`config.mk`:
```
export PLATFORM = sky130hd
export DESIGN_NAME = tempo_synced_multiwave_lfo
export DESIGN_NICKNAME = d
export VERILOG_FILES = /design/src/hw/rtl/tsmlfo_pkg.sv /design/src/hw/rtl/tempo_synced_multiwave_lfo.sv
export SDC_FILE = /design/constraint.sdc
export NUM_CORES = 2
export LEC_CHECK = 0
export BUFFER_PORTS_ARGS = -buffer_cell sky130_fd_sc_hd__buf_2
export CAP_MARGIN = 20
export CORE_ASPECT_RATIO = 1.75
export CORE_MARGIN = 2
export CORE_UTILIZATION = 60
export CTS_BUF_LIST = sky130_fd_sc_hd__clkbuf_16
export DETAILED_ROUTE_END_ITERATION = 8
export PLACE_DENSITY = 0.76
export SLEW_MARGIN = 5
export SYNTH_ARGS = -nofsm -noshare
export SYNTH_HDL_FRONTEND = slang
export SYNTH_SLANG_ARGS = --single-unit
export TNS_END_PERCENT = 10
```
`constraint.sdc`:
```
create_clock -name i_clk -period 16 [get_ports i_clk]
set_clock_uncertainty 0.05 [all_clocks]
set_input_delay 0 -clock i_clk [delete_from_list [all_inputs] [get_ports i_clk]]
set_output_delay 0 -clock i_clk [all_outputs]
set_load 0.02 [all_outputs]
```
`src/hw/rtl/tsmlfo_pkg.sv`:
```
`timescale 1ns / 1ps
// ----------------------------------------------------------------------------
// Tempo-synced multiwave LFO package
// Shared widths, fixed-point constants, codes and a saturating helper function.
// ----------------------------------------------------------------------------
package tsmlfo_pkg;

    localparam int FRAC_BITS         = 24;
    localparam int VW                = FRAC_BITS + 3;
    localparam int OW                = 24;
    localparam int OUT_SHIFT         = FRAC_BITS - 22;
    localparam int OUT_MAX           = 8388607;
    localparam int OUT_MIN           = -8388608;
    localparam int LANES             = 5;
    localparam int BASE_W            = 23;
    localparam int STEP_SHW          = BASE_W + 8;
    localparam int LFSR_W            = 32;
    localparam int CFG_W             = 32;
    localparam int CTRL_INTERVAL_DEF = 16;

    localparam int LANE_SINE = 0;
    localparam int LANE_SAW  = 1;
    localparam int LANE_TRI  = 2;
    localparam int LANE_RECT = 3;
    localparam int LANE_SH   = 4;

    typedef logic signed [VW-1:0]   t_val;
    typedef logic signed [VW:0]     t_wide;
    typedef logic signed [2*VW:0]   t_big;
    typedef logic signed [1:0]      t_level;
    typedef logic [FRAC_BITS:0]     t_step;

    localparam t_val  ONE      = t_val'(longint'(1) << FRAC_BITS);
    localparam t_val  VLIM     = t_val'((longint'(1) << (FRAC_BITS + 2)) - 1);
    localparam t_wide TWO_W    = t_wide'(longint'(2) << FRAC_BITS);
    localparam t_step STEP_MAX = t_step'(longint'(1) << FRAC_BITS);

    localparam logic [LFSR_W-1:0] LFSR_TAPS = 32'h8020_0003;
    localparam logic [LFSR_W-1:0] LFSR_ONE  = 32'h0000_0001;

    localparam t_level LVL_LOW  = 2'sb11;
    localparam t_level LVL_ZERO = 2'sb00;
    localparam t_level LVL_HIGH = 2'sb01;

    typedef enum logic [1:0] {
        REG_WAVE,
        REG_STEP,
        REG_SHIFT,
        REG_SEED
    } t_reg_idx;

    typedef enum logic [2:0] {
        WAVE_SINE,
        WAVE_TRI,
        WAVE_SAW_UP,
        WAVE_SAW_DOWN,
        WAVE_RECT,
        WAVE_SH
    } t_wave;

    typedef enum logic [1:0] {
        QTR_UP_POS,
        QTR_DOWN_POS,
        QTR_DOWN_NEG,
        QTR_UP_NEG
    } t_quarter;

    function automatic t_val sat_val(input t_big v);
        t_val r;
        if (v > t_big'(VLIM)) begin
            r = VLIM;
        end else if (v < -t_big'(VLIM)) begin
            r = -VLIM;
        end else begin
            r = t_val'(v);
        end
        return r;
    endfunction

endpackage

```
`src/hw/rtl/tempo_synced_multiwave_lfo.sv`:
```
`timescale 1ns / 1ps
// ----------------------------------------------------------------------------
// Tempo-synced multiwave LFO
// One LFO sample per audio frame, with control points every CTRL_INTERVAL
// frames and linear interpolation between them.
// ----------------------------------------------------------------------------
// Channel      Direction  Payload                          Handshake
// s_axis       in         tdata[0] reset_gate              tvalid/tready
// m_axis       out        tdata[23:0] lfo_sample (signed)  tvalid/tready
// cfg          in         index/wdata                      i_cfg_we, no wait
//
// One request per clock is taken while m_axis does not stall; each sample passes
// through the six-stage pipeline (state update, sine product, target difference,
// reciprocal multiply, interpolation).
// Synchronous active-low reset empties the pipeline and clears all but its payload.
// A stall on m_axis fills empty stages first, then holds s_axis_tready low.
// ----------------------------------------------------------------------------
module tempo_synced_multiwave_lfo #(
    parameter int CTRL_INTERVAL = tsmlfo_pkg::CTRL_INTERVAL_DEF
) (
    input  logic                        i_clk,
    input  logic                        i_rst_n,
    input  logic                        i_cfg_we,
    input  logic [1:0]                  i_cfg_index,
    input  logic [tsmlfo_pkg::CFG_W-1:0] i_cfg_wdata,
    input  logic                        s_axis_tvalid,
    output logic                        s_axis_tready,
    input  logic [7:0]                  s_axis_tdata,   // [0] reset_gate
    output logic                        m_axis_tvalid,
    input  logic                        m_axis_tready,
    output logic signed [23:0]          m_axis_tdata    // [23:0] lfo_sample
);

    localparam int VW        = tsmlfo_pkg::VW;
    localparam int LANES     = tsmlfo_pkg::LANES;
    localparam int CW        = $clog2(CTRL_INTERVAL);
    localparam int DIV_SHIFT = VW + $clog2(CTRL_INTERVAL);
    localparam int MW        = VW + 2;
    localparam int PW        = VW + MW;
    localparam int QW        = VW - 1;
    localparam logic [MW-1:0] RECIP = MW'(((longint'(1) << DIV_SHIFT)
        + longint'(CTRL_INTERVAL) - 1) / longint'(CTRL_INTERVAL));
    localparam tsmlfo_pkg::t_val N_V = tsmlfo_pkg::t_val'(CTRL_INTERVAL);
    localparam logic [CW-1:0] LAST_FRAME = CW'(CTRL_INTERVAL - 1);

    // Configuration.
    logic [2:0]                    r_wave;
    logic [tsmlfo_pkg::BASE_W-1:0] r_base;
    logic signed [3:0]             r_mshift;

    // Control-point state.
    tsmlfo_pkg::t_val        r_phase;
    tsmlfo_pkg::t_quarter    r_quarter;
    logic                    r_latched;
    tsmlfo_pkg::t_val        r_saw;
    tsmlfo_pkg::t_level      r_square;
    tsmlfo_pkg::t_val        r_held;
    logic [tsmlfo_pkg::LFSR_W-1:0] r_lfsr;
    logic [CW-1:0]           r_frame;

    // Interpolators.
    tsmlfo_pkg::t_val r_pos   [LANES];
    tsmlfo_pkg::t_val r_slope [LANES];
    tsmlfo_pkg::t_val r_p     [LANES];

    // Pipeline stages.
    logic r_v1, r_v2, r_v3, r_v4, r_v5, r_v6;
    logic r_cp1, r_cp2, r_cp3, r_cp4, r_cp5;
    logic r_gate1;
    tsmlfo_pkg::t_val   r_a2;
    tsmlfo_pkg::t_wide  r_b2;
    tsmlfo_pkg::t_val   r_saw2, r_tri2, r_sh2;
    tsmlfo_pkg::t_level r_rect2;
    tsmlfo_pkg::t_big   r_prod3;
    tsmlfo_pkg::t_val   r_saw3, r_tri3, r_sh3;
    tsmlfo_pkg::t_level r_rect3;
    tsmlfo_pkg::t_wide  r_diff4 [LANES];
    logic [QW-1:0]      r_q5    [LANES];
    logic               r_neg5  [LANES];
    logic signed [tsmlfo_pkg::OW-1:0] r_out6;

    logic adv1, adv2, adv3, adv4, adv5, adv6;
    logic accept;

    // Stage 1 to 2 signals.
    logic [tsmlfo_pkg::STEP_SHW-1:0] step_ext;
    logic [tsmlfo_pkg::STEP_SHW-1:0] step_sh;
    logic [3:0]                      neg_sh;
    tsmlfo_pkg::t_step               dt0;
    logic                            rise;
    logic                            draw;
    logic                            down;
    tsmlfo_pkg::t_val                ph0;
    tsmlfo_pkg::t_quarter            q0;
    tsmlfo_pkg::t_level              sq0;
    tsmlfo_pkg::t_val                saw0;
    logic [tsmlfo_pkg::LFSR_W-1:0]   lfsr_step;
    tsmlfo_pkg::t_val                rnd;
    tsmlfo_pkg::t_quarter            n_quarter;
    tsmlfo_pkg::t_level              n_square;
    tsmlfo_pkg::t_val                n_saw;
    tsmlfo_pkg::t_val                n_phase;
    tsmlfo_pkg::t_val                n_held;
    logic [tsmlfo_pkg::LFSR_W-1:0]   n_lfsr;
    tsmlfo_pkg::t_wide               b_val;

    // Stage 3 to 6 signals.
    tsmlfo_pkg::t_val  tgt     [LANES];
    tsmlfo_pkg::t_val  p_eff   [LANES];
    tsmlfo_pkg::t_val  s5      [LANES];
    tsmlfo_pkg::t_val  pos_new [LANES];
    logic [VW-1:0]     mag     [LANES];
    logic [PW-1:0]     quot_pr [LANES];
    tsmlfo_pkg::t_val  sel;
    tsmlfo_pkg::t_val  sel_sh;
    logic signed [tsmlfo_pkg::OW-1:0] out_val;

    assign adv6 = !r_v6 || m_axis_tready;
    assign adv5 = !r_v5 || adv6;
    assign adv4 = !r_v4 || adv5;
    assign adv3 = !r_v3 || adv4;
    assign adv2 = !r_v2 || adv3;
    assign adv1 = !r_v1 || adv2;
    assign s_axis_tready = adv1;
    assign accept = s_axis_tvalid && adv1;
    assign m_axis_tvalid = r_v6;
    assign m_axis_tdata  = r_out6;

    // Tempo-scaled phase step, saturated at 1.0.
    always_comb begin
        step_ext = {8'b0, r_base};
        neg_sh   = 4'(-r_mshift);
        if (!r_mshift[3]) begin
            step_sh = step_ext << r_mshift[2:0];
        end else begin
            step_sh = step_ext >> neg_sh;
        end
        if (step_sh > tsmlfo_pkg::STEP_SHW'(tsmlfo_pkg::STEP_MAX)) begin
            dt0 = tsmlfo_pkg::STEP_MAX;
        end else begin
            dt0 = tsmlfo_pkg::t_step'(step_sh);
        end
    end

    // Control point: gate edge, quarter sequencing and new targets.
    always_comb begin
        rise = !r_latched && r_gate1;
        ph0  = rise ? '0 : r_phase;
        q0   = rise ? tsmlfo_pkg::QTR_UP_POS : r_quarter;
        sq0  = rise ? tsmlfo_pkg::LVL_LOW : r_square;
        saw0 = rise ? '0 : r_saw;

        lfsr_step = {1'b0, r_lfsr[tsmlfo_pkg::LFSR_W-1:1]}
            ^ (r_lfsr[0] ? tsmlfo_pkg::LFSR_TAPS : '0);
        rnd = tsmlfo_pkg::t_val'(
            lfsr_step[tsmlfo_pkg::LFSR_W-1 -: tsmlfo_pkg::FRAC_BITS + 1])
            - tsmlfo_pkg::ONE;

        draw      = 1'b0;
        n_quarter = q0;
        n_square  = sq0;
        n_saw     = saw0;
        if (ph0 >= tsmlfo_pkg::ONE) begin
            n_quarter = tsmlfo_pkg::QTR_DOWN_POS;
        end else if (ph0 <= -tsmlfo_pkg::ONE) begin
            n_quarter = tsmlfo_pkg::QTR_UP_NEG;
        end else if (q0 == tsmlfo_pkg::QTR_DOWN_POS && ph0 < 0) begin
            n_quarter = tsmlfo_pkg::QTR_DOWN_NEG;
            n_square  = tsmlfo_pkg::LVL_HIGH;
            draw      = 1'b1;
        end else if (q0 == tsmlfo_pkg::QTR_UP_NEG && ph0 > 0) begin
            n_quarter = tsmlfo_pkg::QTR_UP_POS;
            n_square  = tsmlfo_pkg::LVL_LOW;
            draw      = 1'b1;
            n_saw     = -tsmlfo_pkg::ONE;
        end

        down = (n_quarter == tsmlfo_pkg::QTR_DOWN_POS)
            || (n_quarter == tsmlfo_pkg::QTR_DOWN_NEG);
        if (down) begin
            b_val = tsmlfo_pkg::TWO_W + tsmlfo_pkg::t_wide'(ph0);
            n_phase = tsmlfo_pkg::sat_val(tsmlfo_pkg::t_big'(
                tsmlfo_pkg::t_wide'(ph0) - tsmlfo_pkg::t_wide'(dt0)));
        end else begin
            b_val = tsmlfo_pkg::TWO_W - tsmlfo_pkg::t_wide'(ph0);
            n_phase = tsmlfo_pkg::sat_val(tsmlfo_pkg::t_big'(
                tsmlfo_pkg::t_wide'(ph0) + tsmlfo_pkg::t_wide'(dt0)));
        end
        if (n_quarter == tsmlfo_pkg::QTR_DOWN_NEG) begin
            b_val = tsmlfo_pkg::TWO_W + tsmlfo_pkg::t_wide'(ph0);
        end else if (n_quarter == tsmlfo_pkg::QTR_UP_NEG) begin
            b_val = tsmlfo_pkg::TWO_W + tsmlfo_pkg::t_wide'(ph0);
        end else begin
            b_val = tsmlfo_pkg::TWO_W - tsmlfo_pkg::t_wide'(ph0);
        end
        n_saw = tsmlfo_pkg::sat_val(tsmlfo_pkg::t_big'(
            tsmlfo_pkg::t_wide'(n_saw) + tsmlfo_pkg::t_wide'(dt0 >> 1)));
        n_held = draw ? rnd : r_held;
        n_lfsr = draw ? lfsr_step : r_lfsr;
    end

    // The position at each control point is tracked exactly, so the slope of
    // the next interval can be formed before the interpolators reach it.
    always_comb begin
        for (int i = 0; i < LANES; i++) begin
            s5[i] = r_neg5[i] ? -tsmlfo_pkg::t_val'(r_q5[i])
                              : tsmlfo_pkg::t_val'(r_q5[i]);
            p_eff[i] = (r_v5 && r_cp5) ? r_p[i] + s5[i] * N_V : r_p[i];
            pos_new[i] = r_cp5 ? r_pos[i] + s5[i] : r_pos[i] + r_slope[i];
            mag[i] = VW'(r_diff4[i] < 0 ? -r_diff4[i] : r_diff4[i]);
            quot_pr[i] = mag[i] * RECIP;
        end
        tgt[tsmlfo_pkg::LANE_SINE] =
            tsmlfo_pkg::sat_val(r_prod3 >>> tsmlfo_pkg::FRAC_BITS);
        tgt[tsmlfo_pkg::LANE_SAW] = r_saw3;
        tgt[tsmlfo_pkg::LANE_TRI] = r_tri3;
        if (r_rect3 == tsmlfo_pkg::LVL_HIGH) begin
            tgt[tsmlfo_pkg::LANE_RECT] = tsmlfo_pkg::ONE;
        end else if (r_rect3 == tsmlfo_pkg::LVL_LOW) begin
            tgt[tsmlfo_pkg::LANE_RECT] = -tsmlfo_pkg::ONE;
        end else begin
            tgt[tsmlfo_pkg::LANE_RECT] = '0;
        end
        tgt[tsmlfo_pkg::LANE_SH] = r_sh3;
    end

    always_comb begin
        case (r_wave)
            tsmlfo_pkg::WAVE_SINE:     sel = pos_new[tsmlfo_pkg::LANE_SINE];
            tsmlfo_pkg::WAVE_TRI:      sel = pos_new[tsmlfo_pkg::LANE_TRI];
            tsmlfo_pkg::WAVE_SAW_UP:   sel = pos_new[tsmlfo_pkg::LANE_SAW];
            tsmlfo_pkg::WAVE_SAW_DOWN: sel = -pos_new[tsmlfo_pkg::LANE_SAW];
            tsmlfo_pkg::WAVE_RECT:     sel = -pos_new[tsmlfo_pkg::LANE_RECT];
            tsmlfo_pkg::WAVE_SH:       sel = pos_new[tsmlfo_pkg::LANE_SH];
            default:                   sel = '0;
        endcase
        sel_sh = sel >>> tsmlfo_pkg::OUT_SHIFT;
        if (sel_sh > tsmlfo_pkg::t_val'(tsmlfo_pkg::OUT_MAX)) begin
            out_val = tsmlfo_pkg::OW'(tsmlfo_pkg::OUT_MAX);
        end else if (sel_sh < tsmlfo_pkg::t_val'(tsmlfo_pkg::OUT_MIN)) begin
            out_val = tsmlfo_pkg::OW'(tsmlfo_pkg::OUT_MIN);
        end else begin
            out_val = tsmlfo_pkg::OW'(sel_sh);
        end
    end

    // Valids, configuration and control state.
    always_ff @(posedge i_clk) begin
        if (!i_rst_n) begin
            r_v1      <= 1'b0;
            r_v2      <= 1'b0;
            r_v3      <= 1'b0;
            r_v4      <= 1'b0;
            r_v5      <= 1'b0;
            r_v6      <= 1'b0;
            r_frame   <= '0;
            r_wave    <= 3'(tsmlfo_pkg::WAVE_SINE);
            r_base    <= tsmlfo_pkg::BASE_W'(44739);
            r_mshift  <= '0;
            r_lfsr    <= tsmlfo_pkg::LFSR_ONE;
            r_phase   <= '0;
            r_quarter <= tsmlfo_pkg::QTR_UP_POS;
            r_latched <= 1'b0;
            r_saw     <= -tsmlfo_pkg::ONE;
            r_square  <= tsmlfo_pkg::LVL_ZERO;
            r_held    <= '0;
            for (int i = 0; i < LANES; i++) begin
                r_pos[i]   <= '0;
                r_slope[i] <= '0;
                r_p[i]     <= '0;
            end
        end else begin
            if (adv1) r_v1 <= s_axis_tvalid;
            if (adv2) r_v2 <= r_v1;
            if (adv3) r_v3 <= r_v2;
            if (adv4) r_v4 <= r_v3;
            if (adv5) r_v5 <= r_v4;
            if (adv6) r_v6 <= r_v5;

            if (accept) begin
                r_frame <= (r_frame == LAST_FRAME) ? '0 : r_frame + 1'b1;
            end

            if (adv2 && r_v1 && r_cp1) begin
                r_phase   <= n_phase;
                r_quarter <= n_quarter;
                r_latched <= r_gate1;
                r_saw     <= n_saw;
                r_square  <= n_square;
                r_held    <= n_held;
                r_lfsr    <= n_lfsr;
            end

            if (adv6 && r_v5) begin
                for (int i = 0; i < LANES; i++) begin
                    r_pos[i] <= pos_new[i];
                    if (r_cp5) begin
                        r_slope[i] <= s5[i];
                        r_p[i]     <= r_p[i] + s5[i] * N_V;
                    end
                end
            end

            if (i_cfg_we) begin
                unique case (tsmlfo_pkg::t_reg_idx'(i_cfg_index))
                    tsmlfo_pkg::REG_WAVE:  r_wave   <= i_cfg_wdata[2:0];
                    tsmlfo_pkg::REG_STEP:  r_base   <= i_cfg_wdata[tsmlfo_pkg::BASE_W-1:0];
                    tsmlfo_pkg::REG_SHIFT: r_mshift <= i_cfg_wdata[3:0];
                    tsmlfo_pkg::REG_SEED: begin
                        r_lfsr <= (i_cfg_wdata == '0) ? tsmlfo_pkg::LFSR_ONE
                                                      : i_cfg_wdata;
                    end
                    default: ;
                endcase
            end
        end
    end

    // Pipeline payload.
    always_ff @(posedge i_clk) begin
        if (accept) begin
            r_gate1 <= s_axis_tdata[0];
            r_cp1   <= (r_frame == '0);
        end
        if (adv2 && r_v1) begin
            r_cp2   <= r_cp1;
            r_a2    <= ph0;
            r_b2    <= b_val;
            r_saw2  <= n_saw;
            r_tri2  <= n_phase;
            r_rect2 <= n_square;
            r_sh2   <= n_held;
        end
        if (adv3 && r_v2) begin
            r_cp3   <= r_cp2;
            r_prod3 <= r_a2 * r_b2;
            r_saw3  <= r_saw2;
            r_tri3  <= r_tri2;
            r_rect3 <= r_rect2;
            r_sh3   <= r_sh2;
        end
        if (adv4 && r_v3) begin
            r_cp4 <= r_cp3;
            for (int i = 0; i < LANES; i++) begin
                r_diff4[i] <= tsmlfo_pkg::t_wide'(tgt[i])
                    - tsmlfo_pkg::t_wide'(p_eff[i]);
            end
        end
        if (adv5 && r_v4) begin
            r_cp5 <= r_cp4;
            for (int i = 0; i < LANES; i++) begin
                r_q5[i]   <= QW'(quot_pr[i] >> DIV_SHIFT);
                r_neg5[i] <= r_diff4[i] < 0;
            end
        end
        if (adv6 && r_v5) begin
            r_out6 <= out_val;
        end
    end

endmodule
```
; ---- After elaboration in Yosys (flattened, before gate mapping)
; Memories as Yosys holds them, arrays and structs flattened.
; Cells that the tools add are included.
[totals]
register_bits = 464
latch_bits = 0
ramBits = 665
rom_bits = 0
input_bits = 47
word_cells = 260
mem_count = 6
[mem_list]
columns = memory, depth, width, read_ports, rd_clocked_by_memory_dff, wr, line_no
row1 = r_diff4, 5, 28, 5, 0, 5, tempo_synced_multiwave_lfo.sv:77  ; tsmlfo_pkg::t_wide r_diff4 [LANES];
row2 = r_p, 5, 27, 5, 0, 5, tempo_synced_multiwave_lfo.sv:64  ; tsmlfo_pkg::t_val r_p [LANES];
row3 = r_pos, 5, 27, 5, 0, 5, tempo_synced_multiwave_lfo.sv:62  ; tsmlfo_pkg::t_val r_pos [LANES];
row4 = r_slope, 5, 27, 5, 0, 5, tempo_synced_multiwave_lfo.sv:63  ; tsmlfo_pkg::t_val r_slope [LANES];
row5 = r_q5, 5, 23, 5, 0, 5, tempo_synced_multiwave_lfo.sv:78  ; logic [QW-1:0] r_q5 [LANES];
row6 = r_neg5, 5, 1, 5, 0, 5, tempo_synced_multiwave_lfo.sv:79  ; logic r_neg5 [LANES];
[classes]
n_addsub = 40
multipliers = 1
div_mod_pow = 0
n_lt_le_gt_ge = 20
eq_ne = 16
n_shift = 2
mux = 92
bitwise = 16
n_reduce_logical = 32
[op_table]
columns = op, count
row1 = $mux 27, 53
row2 = $add 27x27->27, 15
row3 = $mux 32, 6
row4 = $neg 27->27, 7
row5 = $pmux 27 s6, 1
row6 = $lt 28x1->1 const B, 5
row7 = $sub 27x27->28, 5
row8 = $neg 26->27, 5
row9 = $gt 28x27->1 const B, 3
row10 = $lt 28x27->1 const B, 3
row11 = $mux 28, 2
row12 = $mul 27x28->55, 1
row13 = $logic_not 32->1, 1
row14 = $xor 31x32->32, 1
row15 = $gt 31x25->1 const B, 1
row16 = $gt 31x27->1 const B, 1
row17 = $lt 31x27->1 const B, 1
row18 = $mux 31, 1
row19 = $shl 23x3->31, 1
row20 = $shr 23x4->31, 1
row21 = $add 27x25->28, 1
row22 = $add 27x26->28, 1
row23 = $add 27x27->28 const A, 1
row24 = $sub 27x26->28, 1
row25 = other kinds (29), 101

; ---- Longest topological paths before layout
[depth]
depth_word = 13
depth_mapped = 35

; ---- Worst setup path before layout
; Ideal clock, no wire load.
[synth_timing]
kind = flip-flop to flip-flop
start = register r_v6 (netlist: m_axis_tvalid)
end = register r_cp4 (enable)
t_arrival_ns = 10.622
t_required_ns = 15.107
path_slack_ns = 4.485
path_stages_with_launch = 4
period_less_slack_ns = 11.515
cell_sequence = dfxtp_1 -> nor2b_1 -> and2_1 -> a21boi_0
[synth_via]
elab_chain_len = 5
[synth_rtl]
columns = item, line_no
row1 = from (decl), tempo_synced_multiwave_lfo.sv:67  ; logic r_v1, r_v2, r_v3, r_v4, r_v5, r_v6;
row2 = from (signal assigned), tempo_synced_multiwave_lfo.sv:278  ; if (adv6) r_v6 <= r_v5;
row3 = $logic_not 1->1, tempo_synced_multiwave_lfo.sv:118  ; assign adv6 = !r_v6 || m_axis_tready;
row4 = $logic_or 1x1->1, tempo_synced_multiwave_lfo.sv:118
row5 = $logic_or 1x1->1, tempo_synced_multiwave_lfo.sv:119  ; assign adv5 = !r_v5 || adv6;
row6 = $logic_or 1x1->1, tempo_synced_multiwave_lfo.sv:120  ; assign adv4 = !r_v4 || adv5;
row7 = $logic_and 1x1->1, tempo_synced_multiwave_lfo.sv:342  ; if (adv4 && r_v3) begin
row8 = to (signal assigned), tempo_synced_multiwave_lfo.sv:343  ; r_cp4 <= r_cp3;
row9 = to (decl), tempo_synced_multiwave_lfo.sv:68  ; logic r_cp1, r_cp2, r_cp3, r_cp4, r_cp5;
; Every way passes these cells.
; A chain may end at the register's enable or synchronous reset.

; ---- Final worst setup path
[layout_timing]
start = register r_mshift[0]
end = register r_phase[4]
[layout_via]
elab_chain_len = 10
[layout_rtl]
columns = item, line_no
row1 = from (decl), tempo_synced_multiwave_lfo.sv:49  ; logic signed [3:0] r_mshift;
row2 = from (signal assigned), tempo_synced_multiwave_lfo.sv:308  ; tsmlfo_pkg::REG_SHIFT: r_mshift <= i_cfg_wdata[3:0];
row3 = $neg 4->4, tempo_synced_multiwave_lfo.sv:132  ; neg_sh = 4'(-r_mshift);
row4 = $shr 23x4->31, tempo_synced_multiwave_lfo.sv:136  ; step_sh = step_ext >> neg_sh;
row5 = $mux 31 *, tempo_synced_multiwave_lfo.sv:133  ; if (!r_mshift[3]) begin
row6 = $gt 31x25->1, tempo_synced_multiwave_lfo.sv:138  ; if (step_sh > tsmlfo_pkg::STEP_SHW'(tsmlfo_pkg::STEP_MAX)) begin
row7 = $mux 25 *, tempo_synced_multiwave_lfo.sv:138
row8 = $add 27x26->28 / $sub 27x26->28 (equally long branches), "tempo_synced_multiwave_lfo.sv:187, tempo_synced_multiwave_lfo.sv:183"
row9 = $lt 28x27->1, tsmlfo_pkg.sv:72  ; end else if (v < -t_big'(VLIM)) begin
row10 = $mux 27, tsmlfo_pkg.sv:72
row11 = $mux 27, tsmlfo_pkg.sv:70  ; if (v > t_big'(VLIM)) begin
row12 = $mux 27 *, tempo_synced_multiwave_lfo.sv:180  ; if (down) begin
row13 = to (signal assigned), tempo_synced_multiwave_lfo.sv:285  ; r_phase <= n_phase;
row14 = to (decl), tempo_synced_multiwave_lfo.sv:52  ; tsmlfo_pkg::t_val r_phase;
; Every way passes the cells marked *; elsewhere a longest branch is shown, timed or not.

==> metrics.md <==
| Metric | Value |
|---|---|
| Switching share of power | `~47%` |
| #FFs+latches synth | `1,080` |
| Met2 WL | `approximately 140,000 um` |
| Cells after DPL | `approximately 12,000` |
| Fill count | `about 12,000` |
| Crit path arrival time | `10.43 ns` |
| Root buf cell | `clkbuf_16` |
| Share of power burned in registers | `a little under a fifth` |
| Share of post-route cells with drive strength above 1 | `between 5 and 6%` |
| CP most frequent cell | `a21oi_1` |
| CP Max Fanout | `54` |
| Initial antenna violation count | `6` |
| Unrepaired setup endpoints after global routing | `no` |
| CTS tree | `done` |
| Vias in the first global route | `76,200` |
| IO Count | `73` |
| Post-synth EDFFs | `922` |
| Count of pins over their slew limit | `0` |
| H-tree levels | `3` |
| Post-DP HPWL | `roughly 200,000 um` |
| Largest net degree at the start of global routing | `129` |
| Hold WS | `0.0690 ns` |
| Via density | `a little over 6` |
| Die footprint | `between 150,000 and 200,000 um2` |
| Status | `finished clean` |
| Post-CTS Resized | `0` |
| Predominant post-synthesis flop cell | `edfxtp_1` |
| Core area | `156,000 um2` |
| Clock sink total | `about 1,100` |
| Syn avg cell area | `roughly 9.6 um2` |
| Commonest non-fill, non-tap cell in the layout | `nand2_1` |
| Initial Util | `around three fifths` |
| Synth warn | `0` |
| Tot GR Track Use | `33.0%` |
| Met1 Wirelength | `~89,000 um` |
| DR WL/cell | `around 22 um` |
| CP max stage delay | `0.93 ns` |
| Placed inst area | `around 96,000 um2` |
| DRC | `0` |
| Sw power | `0.0101 W` |
| Final setup viols | `0` |
| Total power per unit cell area | `212 nW/um2` |
| Top Metal Used | `met5` |
| Routed WL | `approximately 260,000 um` |
| Design area | `101,000 um2` |
| Post-synthesis sequential area ratio | `about a third` |
| Period utilization | `61.2%` |
| Met3 routed WL | `~14,000 um` |
| Pleak | `roughly 43 nW` |
| Syn nets | `about 11,000` |
| Std-Cell Rows | `192` |
| Final #Nets | `around 11,000` |
| Least-Margin Pin Slew | `around 1.1 ns` |
| Clk pwr share | `a little under an eighth` |
| Via count | `just over 70,000` |
| CP Class | `flip-flop to flip-flop` |
| Post-synth cell types | `roughly 100` |
| Clk_lat worst skew | `a little under 0.8 ns` |
| Max Freq | `102 MHz` |
| Part of the power in combinational logic | `between 60% and 70%` |
| Non-Filler Instances | `11,900` |
| Hold crit path type | `primary input to flip-flop` |
| Max Cap Viol | `0` |
| Commonest cells after routing, fill and taps aside | `nand2_1, inv_1, edfxtp_1` |
| DRT antenna net count | `0` |
| Cts bufs inserted | `103` |
| Asr flop ratio synth | `0%` |
| Cell internal pwr | `approximately 0.011 W` |
| Final setup TNS | `0 ns` |
| CP required | `16.65 ns` |
| 1st-pass router iterations | `6` |
| Grt total ovfl | `0` |
| PortBufs | `65` |
| Minimum clock period | `9.78 ns` |
| Setup crit end kind | `flip-flop` |
| First-pass GRT wire length | `408,000 um` |
| Area delta synth->final | `6.90%` |
| Clock buffer depth | `3` |
| Critical Path Start Type | `flip-flop` |
| CTS clk-pin slew, worst paths | `roughly 0.080 ns` |
| Cells after Synth | `approximately 10,000` |
| Slew headroom | `22.2%` |
| RD Place Congestion | `between 0.9 and 1` |
| Hold Vio Cnt, Final | `0` |
| 1st-iter DRT viols | `between 4,000 and 5,000` |
| Mapped Area | `94,100 um2` |
| Fin util | `64.4%` |
| Worst path slowest cell | `and2_1` |
| Die width | `~300 um` |
| Vert. Die Dim | `approximately 530 um` |
| Peak supply drop | `~1.1 mV` |
per-stage QoR:
step,power (W),setup WS [ns]
2_1_floorplan,0.0143,4.49
3_5_place_dp,0.0186,6.22
3_3_place_gp,0.0181,6.25
5_1_grt,0.0230,5.49
6_report,0.0213,6.22
4_1_cts,0.0212,6.22
routing by layer:
| layer | vias up | GRT usage (%) |
|---|---|---|
| li1 | 33100 | - |
| met1 | 35500 | 34.8 |
| met2 | 2653 | 59.7 |
| met3 | 1085 | 4.03 |
| met4 | 2 | 24.5 |
| met5 | - | 0 |
state kept, by name, indices dropped and copies added, names as in the netlist, 4 cells and up:
signal        flops
r_b2             27
r_phase          27
r_base           23
r_prod3          31
r_saw            27
r_frame           4
r_q5            115
r_held           27
r_tri2           27
r_a2             27
r_saw2           27
r_tri3           27
r_p             115
r_sh3            27
r_slope         135
r_saw3           27
r_mshift          4
r_neg5            5
r_pos           135
m_axis_tdata     24
r_sh2            27
r_diff4         136
r_lfsr           32
worst max-delay path, delay by kind of cell (launching register included):
kind,cells,cell delay [ns]
simple gates,7,2.14
flops,1,0.31
fa+ha+maj,2,0.85
mux,1,0.39
compound gates,14,4.47
buf+inv,4,1.47
worst paths after layout:
kind / depth (start not counted) / startpoint / end / slack (ns)
worst min-delay path: 4 / i_cfg_wdata[26] / r_lfsr[26]$_SDFF_PN0_ / 0.07
worst max register to register: 28 / r_mshift[0]$_SDFFE_PN0P_ / r_phase[4]$_SDFFE_PN0P_ / 6.22
worst min register to register: 0 / r_cp3$_DFFE_PP_ / r_cp4$_DFFE_PP_ / 0.33
worst max-delay path: 28 / r_mshift[0]$_SDFFE_PN0P_ / r_phase[4]$_SDFFE_PN0P_ / 6.22
final cells by class:
cell class                 count  area (um2)  area share (%)
clock inverter                81         748           0.744
clock buffer                 111        2780            2.76
inverter                    1107        4160            4.13
multi-input combinational   7220       57500            57.2
timing repair buffer         254        1960            1.95
tap                         2037        2550            2.53
antenna                        6        15.0          0.0149
sequential                  1080       30900            30.7
cells in the mapped netlist (all sizes together), types with 14 or more instances:
| library cell | n | area, um2 |
|---|---|---|
| a211o | 16 | 140 |
| a211oi | 61 | 458 |
| a21boi | 85 | 642 |
| a21o | 124 | 931 |
| a21oi | 599 | 3000 |
| a31oi | 83 | 519 |
| and2 | 313 | 1960 |
| and3 | 74 | 463 |
| buf | 36 | 144 |
| clkbuf | 403 | 1510 |
| dfxtp | 158 | 3160 |
| edfxtp | 922 | 27700 |
| fa | 802 | 16100 |
| ha | 581 | 7270 |
| inv | 1103 | 4140 |
| maj3 | 15 | 150 |
| mux2 | 44 | 495 |
| mux2i | 77 | 771 |
| mux4 | 20 | 450 |
| nand2 | 1133 | 4260 |
| nand2b | 98 | 613 |
| nand3 | 136 | 681 |
| nand3b | 14 | 105 |
| nand4 | 32 | 200 |
| nor2 | 911 | 3420 |
| nor2b | 83 | 519 |
| nor3 | 115 | 581 |
| nor3b | 21 | 158 |
| nor4 | 45 | 300 |
| o211a | 21 | 210 |
| o211ai | 31 | 233 |
| o21a | 82 | 616 |
| o21ai | 353 | 1770 |
| o21bai | 72 | 541 |
| o221ai | 15 | 131 |
| o22ai | 48 | 300 |
| o311ai | 15 | 149 |
| o31ai | 85 | 638 |
| o41ai | 26 | 235 |
| or2 | 42 | 263 |
| or3 | 74 | 468 |
| or4 | 36 | 282 |
| xnor2 | 399 | 3490 |
| xor2 | 265 | 2330 |
power groups by stage:
stage / Sequential, W / Clock (W) / Combinational, W
floorplan: 0.00409 / 0 / 0.0102
global placement: 0.00413 / 0 / 0.0139
detailed placement: 0.00414 / 0 / 0.0145
CTS: 0.00408 / 0.00259 / 0.0146
global route: 0.00409 / 0.00268 / 0.0162
finish: 0.00408 / 0.00256 / 0.0147
cell families after synthesis:
family,after synthesis,synth area share [%]
AND/OR/NAND/NOR,3167,15.6
AO/OA/AOI/OAI,1850,12.5
buffers and inverters,1546,6.18
adder cells (fa/ha/maj),1398,24.9
flip-flops,1080,32.8
XOR/XNOR,664,6.19
multiplexers,141,1.82
timing repair:
action                    4_1_cts  5_1_grt
hold endpoints to repair      107        0
setup buffers                   0        0
hold buffers                   67        0
No activity file was read; power rests on OpenSTA's default activity.
